$ cat src/hw/rtl/mtbe_pkg.sv
// ----------------------------------------------------------------------------
// MIDI track byte encoder package
// Field widths, request codes and the fixed byte patterns of the stream.
// ----------------------------------------------------------------------------
package mtbe_pkg;

  localparam int REQ_W         = 2;
  localparam int EVENT_TIME_W  = 64;
  localparam int NOTE_W        = 7;
  localparam int VELOCITY_W    = 7;
  localparam int SLOWDOWN_W    = 32;
  localparam int LENGTH_W      = 32;
  localparam int BYTE_W        = 8;
  localparam int GROUP_W       = 7;
  localparam int MAX_DELTA_BYTES = 10;
  localparam int DELTA_W       = MAX_DELTA_BYTES * GROUP_W;
  localparam int TICKS_W       = 16;
  localparam int CFG_INDEX_W   = 1;

  localparam logic [REQ_W-1:0] REQ_HEADER = 2'd0;
  localparam logic [REQ_W-1:0] REQ_NOTE   = 2'd1;
  localparam logic [REQ_W-1:0] REQ_END    = 2'd2;
  localparam logic [REQ_W-1:0] REQ_CLEAR  = 2'd3;

  localparam logic [CFG_INDEX_W-1:0] CFG_VELOCITY = 1'd0;
  localparam logic [CFG_INDEX_W-1:0] CFG_SLOWDOWN = 1'd1;

  localparam logic [3:0] HDR_LAST_IDX = 4'd13;
  localparam logic [3:0] END_LAST_IDX = 4'd3;
  localparam logic [3:0] STAT_LAST_IDX = 4'd2;

  localparam logic [LENGTH_W-1:0] END_EVENT_BYTES = 32'd4;

  function automatic logic [BYTE_W-1:0] hdr_byte(input logic [3:0] idx,
                                                 input logic [TICKS_W-1:0] ticks);
    logic [BYTE_W-1:0] b;
    b = 8'h00;
    unique case (idx)
      4'd0:    b = 8'h4D;
      4'd1:    b = 8'h54;
      4'd2:    b = 8'h68;
      4'd3:    b = 8'h64;
      4'd7:    b = 8'h06;
      4'd11:   b = 8'h01;
      4'd12:   b = ticks[15:8];
      4'd13:   b = ticks[7:0];
      default: b = 8'h00;
    endcase
    return b;
  endfunction

  function automatic logic [BYTE_W-1:0] end_byte(input logic [3:0] idx);
    logic [BYTE_W-1:0] b;
    b = 8'h00;
    unique case (idx)
      4'd1:    b = 8'hFF;
      4'd2:    b = 8'h2F;
      default: b = 8'h00;
    endcase
    return b;
  endfunction

endpackage

$ cat src/hw/rtl/mtbe_serdiv.sv
// ----------------------------------------------------------------------------
// MIDI track byte encoder serial divider
// Restoring division of a constant tick rate by the slowdown register, one
// quotient bit per cycle. A zero divisor is taken as one.
// ----------------------------------------------------------------------------
module mtbe_serdiv import mtbe_pkg::*; #(
  parameter int DIVIDEND = 250,
  parameter int QW       = 8
) (
  input  logic                  clk,
  input  logic                  rst_n,
  input  logic                  start,
  input  logic [SLOWDOWN_W-1:0] divisor,
  output logic                  done,
  output logic [QW-1:0]         quotient
);

  localparam int CW = $clog2(QW + 1);

  logic          busy_r;
  logic          done_r;
  logic [CW-1:0] cnt_r;
  logic [QW-1:0] dvd_r;
  logic [QW-1:0] rem_r;
  logic [QW-1:0] quo_r;

  logic [SLOWDOWN_W-1:0] dsr;
  logic [QW:0]           trial;
  logic [QW:0]           diff;
  logic                  ge;

  assign dsr   = (divisor == '0) ? SLOWDOWN_W'(1) : divisor;
  assign trial = {rem_r, dvd_r[QW-1]};
  assign ge    = {{(SLOWDOWN_W-QW-1){1'b0}}, trial} >= dsr;
  assign diff  = trial - dsr[QW:0];

  always_ff @(posedge clk) begin
    if (!rst_n) begin
      busy_r <= 1'b0;
      done_r <= 1'b0;
      cnt_r  <= '0;
    end else begin
      done_r <= 1'b0;
      if (start) begin
        busy_r <= 1'b1;
        cnt_r  <= '0;
      end else if (busy_r) begin
        cnt_r <= cnt_r + CW'(1);
        if (cnt_r == CW'(QW - 1)) begin
          busy_r <= 1'b0;
          done_r <= 1'b1;
        end
      end
    end
  end

  always_ff @(posedge clk) begin
    if (start) begin
      dvd_r <= QW'(DIVIDEND);
      rem_r <= '0;
      quo_r <= '0;
    end else if (busy_r) begin
      dvd_r <= dvd_r << 1;
      rem_r <= ge ? diff[QW-1:0] : trial[QW-1:0];
      quo_r <= QW'({quo_r, ge});
    end
  end

  assign done     = done_r;
  assign quotient = quo_r;

endmodule
$ cat config.mk
export PLATFORM = sky130hd
export DESIGN_NAME = mtbe_serdiv
export DESIGN_NICKNAME = d
export VERILOG_FILES = /design/src/hw/rtl/mtbe_pkg.sv /design/src/hw/rtl/mtbe_serdiv.sv
export SDC_FILE = /design/constraint.sdc
export NUM_CORES = 1
export LEC_CHECK = 0
export ABC_AREA = 1
export BUFFER_PORTS_ARGS = -buffer_cell sky130_fd_sc_hd__buf_2
export CAP_MARGIN = 20
export CORE_MARGIN = 1
export CORE_UTILIZATION = 40
export CTS_CLUSTER_SIZE = 30
export DETAILED_ROUTE_END_ITERATION = 6
export GPL_TIMING_DRIVEN = 0
export SETUP_SLACK_MARGIN = 0.5
export SYNTH_ARGS = -nofsm -noshare
export SYNTH_HDL_FRONTEND = slang
export SYNTH_SLANG_ARGS = --single-unit
$ cat constraint.sdc
create_clock -name clk -period 3.6 [get_ports clk]
set_input_delay 0.18 -clock clk [delete_from_list [all_inputs] [get_ports clk]]
set_output_delay 0.18 -clock clk [all_outputs]
set_load 0.01 [all_outputs]
# == After elaboration in Yosys (flattened, before gate mapping) ==
# Cells that the tools add are included.
# op_classes
div,0
n_eq_ne,1
muxes,6
n_lt_le_gt_ge,1
reduce_logical,3
addsub,2
n_bitwise,2
n_shift,0
multipliers,0
# op_table
cell,count
greater-or-equal comparator 9 x 32 -> 1 bit,1
logical NOT 32 bit,1
two-way mux 32 bit,1
two-way mux 8 bit,1
subtractor 8 bit,1
adder 4 x 1 -> 4 bit (second input constant),1
equality test 4 x 3 -> 1 bit (second input constant),1
two-way mux 1 bit,4
OR reduction 3 bit,1
NOT 1 bit,2
OR reduction 2 bit,1
# totals
word_cells,21
reg_bits,29
latchBits,0
mem_bits_rw,0
romBits,0
output_inout_bits,9
memories,0
input_bits,35

# == Logic depth before layout (Yosys ltp) ==
# depth
word_depth,4
depth_mapped,20
depth_no_buf,20

# == Worst setup path after synthesis ==
# Ideal clock, no wire load.
# synth_timing
kind,input port to flip-flop
from,input port divisor[31]
to,register rem_r[6]
arrival_ps,2103
stages,20
path_slack_ps,1388
n_path_buf,0
t_required_ps,3491
setup_time_ps,109
path_cell_list,nor2_1 nand2_1 nor2_1 nand2_1 nor3_1 a41o_1 ha_1 fa_1 inv_1 nand3_1 nand3_1 nand2_1 nand2_1 nand2_2 nand2_4 nand2_4 nand2_1 nand3_1 nand2_1 inv_1
# synth_via
elab_chain_len,4
elab_cells_between_ends,5
classes_between,1 x add/sub; 1 x order compare; 2 x mux; 1 x reduce/logical
# synth_lines
element,line,source
"start, declared",mtbe_serdiv.sv:13,"input logic [SLOWDOWN_W-1:0] divisor,"
logical NOT 32 bit,mtbe_serdiv.sv:32,assign dsr = (divisor == '0) ? SLOWDOWN_W'(1) : divisor;
two-way mux 32 bit (*),mtbe_serdiv.sv:32,
greater-or-equal comparator 9 x 32 -> 1 bit or subtractor 8 bit (tied branches),"mtbe_serdiv.sv:34, mtbe_serdiv.sv:35",
two-way mux 8 bit (*),mtbe_serdiv.sv:64,rem_r <= ge ? diff[QW-1:0] : trial[QW-1:0];
"end signal, assigned",mtbe_serdiv.sv:64,
"end, declared",mtbe_serdiv.sv:24,logic [QW-1:0] rem_r;
# Mark *: on every way between the ends. The rest lies on a longest branch, timed or not.
# A chain may end at the register's enable or synchronous reset.

# == Worst setup path in the final report ==
# Same ends and word-level chain as after synthesis.

==> impl_summary.md <==
Status
The flow ran to the end, and the final reports show no timing, DRC or antenna violations.

Detailed routing
After detailed routing, the average wire length per cell comes to 10.1 um. The routed metal-1 wirelength is 2.00 mm. In this run the remaining antenna-violating nets after routing total 0. The total number of vias is 1771. The highest metal layer with signal wires is met4. After detailed routing, the number of vias per cell comes to 4.69.

The final layout contains routed wiring with a total length of 3.83 mm. The met2 wire length is around 1.7 mm. The detailed-routing iteration count for the pre-antenna-repair pass is 4.

The count of routing violations after the opening detailed-route iteration is 76. The sum of met3 wire segment lengths after detailed routing is about 140 um. After detailed routing, the number of remaining DRC violations is 0.

Final layout
The combined area of the multi-input logic cells is 1010 um^2. The final net count is 373. The number of diodes is 0.

Summing all flip-flop and latch instances after layout gives 581 um^2. The count of fill cells added during filler insertion is 465. The fraction of layout cells with a size suffix above 1 is roughly 18%. From synthesis to final layout, the design area changed by 20.0%.

GRT
Entering global routing, the biggest net connects 11 pins. The final global-route overflow total is 0. The via count of the first global-routing pass came to around 1600. The global-route wire length before repair is ~6.6 mm.

The number of antenna violations at the first check in global routing came to 0. The overall track demand over capacity in global routing is a little under a fifth.

Setup path
The largest single stage delay on the critical path is 0.43 ns. The number of buffers and inverters on the critical path is 3. By startpoint and endpoint, the worst setup path is classified as in -> reg. In this run the worst path has a maximum fanout of 9.

The kind of capture point of the worst setup path is a register. The required arrival time at the worst endpoint is roughly 3.8 ns. The slowest stage of the critical path is the sky130_fd_sc_hd__fa_1 cell. The family with the most delay on the worst path is simple AND/OR/NAND/NOR gates.

The most frequent cell on the critical path is sky130_fd_sc_hd__nand2_1. The startpoint type of the worst setup path is a primary input. The data arrival time of the critical path is 2.44 ns.

Walking the worst path, the cells encountered are buf_2 -> nor2_1 -> nand2_1 -> nor2_1 -> nand2_1 -> nor3_1 -> a41o_1 -> ha_1 -> fa_1 -> inv_1 -> nand3_1 -> nand3_1 -> nand2_1 -> nand2_1 -> nand2_2 -> nand2_4 -> nand2_4 -> nand2_1 -> nand3_1 -> nand2_1 -> inv_1.

Clocking
The number of setup buffers added after CTS is 0. The CTS clock-pin slew for the worst setup and hold paths is roughly 0.06 ns. Buffers inserted to repair hold after CTS numbered 0. The CTS tree is yes. The CTS H-tree depth is 2. The CTS sink count is 29. The root buffer selected by CTS is sky130_fd_sc_hd__clkbuf_8. The total CTS buffers is 5. The maximum root-to-sink buffer count is 2. The number of gates resized after cts is 0. The source-to-sink clock delay at the later pin of the worst-skew pair is about 0.28 ns.

Power
The worst vdd rail ir drop is 0.220 mV. The net switching power is around 0.00022 W. The power per cell area is 357 nW/um^2. Summed over all cells, the static leakage comes to about 1.2 nW. The switching part of the total is 29.1%. The clock network burns 32.8% of the power. The internal power consumption is 0.000545 W.

Registers are responsible for 46.0% of the overall power. The combinational share of power is roughly a fifth.

Hold path
The type of the worst min-delay path is in -> reg.

Placement
At the placement stage, the worst setup path has a slack of ~1.0 ns. The half-perimeter wire length after placement is 3.09 mm. At the end of routability-driven placement, the weighted congestion stood at 0.792. Input and output buffers added on the ports amount to 43.

Floorplanning
After floorplanning, the core was divided into 23 placement rows. The die covers 4750 um^2. In this run the vertical extent of the chip is 69.0 um. For this design the top-level I/O count stands at 44. The die outline width is 69.0 um.

For this configuration, the core starts out at a cell density of 43.3%. The standard cell core area is 4140 um^2.

STA
The transition time at the pin with the least slew margin is 0.481 ns. The worst clock skew on the final layout is 0.00391 ns. Setup repair after global routing left no endpoint under its margin.

The final critical path takes up between 60% and 70% of the cycle. Summed over all failing endpoints, the final setup total negative slack is 0 ns. The total count of hold-check failures in the final report came to 0. The max-slew headroom at the worst pin is about two thirds. The clock period minus worst slack is 2.26 ns. The worst setup slack after layout is 1.34 ns. Setup violations remaining at the end of the flow were counted as 0. The number of slew-limit violations in the final report is 0. The highest achievable clock rate is 0.442 GHz.

Yosys
Summed over all instances, the cell type with the most area after synthesis is sky130_fd_sc_hd__dfxtp_1. In the post-synthesis netlist, the cell with the most instances is sky130_fd_sc_hd__nand2_1. The share of flip-flops with an asynchronous set or reset after synthesis is 0%. Synthesis inferred 29 register bits. Ranked by total cell area, the synthesized netlist is headed by sky130_fd_sc_hd__dfxtp_1 (32%), sky130_fd_sc_hd__nand2_1 (14%), sky130_fd_sc_hd__nand3_1 (9.2%). The number of enable flip-flop cells after synthesis is 0. The most instantiated flip-flop cell in the synthesis netlist is sky130_fd_sc_hd__dfxtp_1.

By count the netlist is led by sky130_fd_sc_hd__nand2_1 (65), sky130_fd_sc_hd__inv_1 (42), sky130_fd_sc_hd__nor2_1 (41). The number of nets in the synthesized netlist is roughly 320. The average cell area after synthesis is 6.47 um^2.

The portion of the post-synthesis area used by sequential elements is 32.4%. The synthesized area is about 1800 um^2. After synthesis, the netlist uses 29 different library cells. Synthesis produced a netlist whose cell count is 277. During synthesis, Yosys emitted a total of 0 warnings. The area share of the largest cell type after synthesis is 32.4%.

Flow run
The reported max-cap violation count is 0.
kinds of logic after synthesis:
| group | share of synthesized area [%] |
|---|---|
| adder cells (fa/ha/maj) | 8.09 |
| flip-flops | 32.4 |
| AND/OR/NAND/NOR | 36.6 |
| XOR/XNOR | 2.44 |
| AO/OA/AOI/OAI | 9.35 |
| buffers and inverters | 11.2 |
stage by stage:
step	util (%)	instances	hold slack [ns]	power, W	area, um^2
CTS	51.9	378	0.140	0.000774	2150
floorplan	-	277	0.312	0.000472	1790
global placement	50.0	370	0.430	0.000523	2070
finish	51.9	378	0.148	0.000768	2150
global route	51.9	378	0.181	0.000819	2150
detailed placement	50.0	370	0.434	0.000525	2070
placed cells by master, fill, tap and decap left out, drive strengths merged, types with 2 or more instances in the layout:
cell | netlist | routed
a21oi | 14 | 14
o21ai | 13 | 13
xor2 | 4 | 4
nand4 | 2 | 2
dfxtp | 29 | 29
clkbuf | 5 | 13
nor3 | 4 | 4
inv | 43 | 43
ha | 10 | 10
nand2 | 68 | 68
nor2 | 42 | 42
nand3 | 33 | 33
buf | 3 | 46
metal layers:
layer / global-route usage [%] / vias to the layer above
met4: 5.36 / 0
met1: 25.5 / 756
met2: 29.5 / 40
met3: 4.93 / 3
li1: - / 972
met5: 0 / -
area by class of cell:
cell class | count | area share [%]
Multi-Input combinational cell | 196 | 47.1
Sequential cell | 29 | 27.0
Timing Repair Buffer | 43 | 10.0
Inverter | 44 | 7.68
Clock buffer | 8 | 3.72
Tap cell | 50 | 2.91
Buffer | 8 | 1.63
worst min-delay path, delay by kind of cell:
family          cells  cell delay, ns
buf+inv             2            0.16
compound gates      1            0.04
power groups by stage:
stage          clock network (W)  logic, W  registers [W]
6_report                0.000252  0.000163       0.000353
3_3_place_gp                   0  0.000163       0.000360
2_1_floorplan                  0  0.000112       0.000360
3_5_place_dp                   0  0.000164       0.000360
4_1_cts                 0.000255  0.000165       0.000354
5_1_grt                 0.000274  0.000190       0.000356
state kept, by name (all words and copies together), names as in the netlist:
name and cells:
busy_r 1, cnt_r 4, done 1, dvd_r 7, quotient 8, rem_r 8
final timing paths:
path	cells after the start	slack [ns]	startpoint	to
worst max-delay path	21	1.34	divisor[31]	rem_r[6]
worst min-delay path	3	0.15	rst_n	busy_r
worst min register to register	2	0.46	dvd_r[1]	dvd_r[2]
worst max register to register	15	1.56	dvd_r[7]	rem_r[6]
Power figures use the tool's default switching activity.
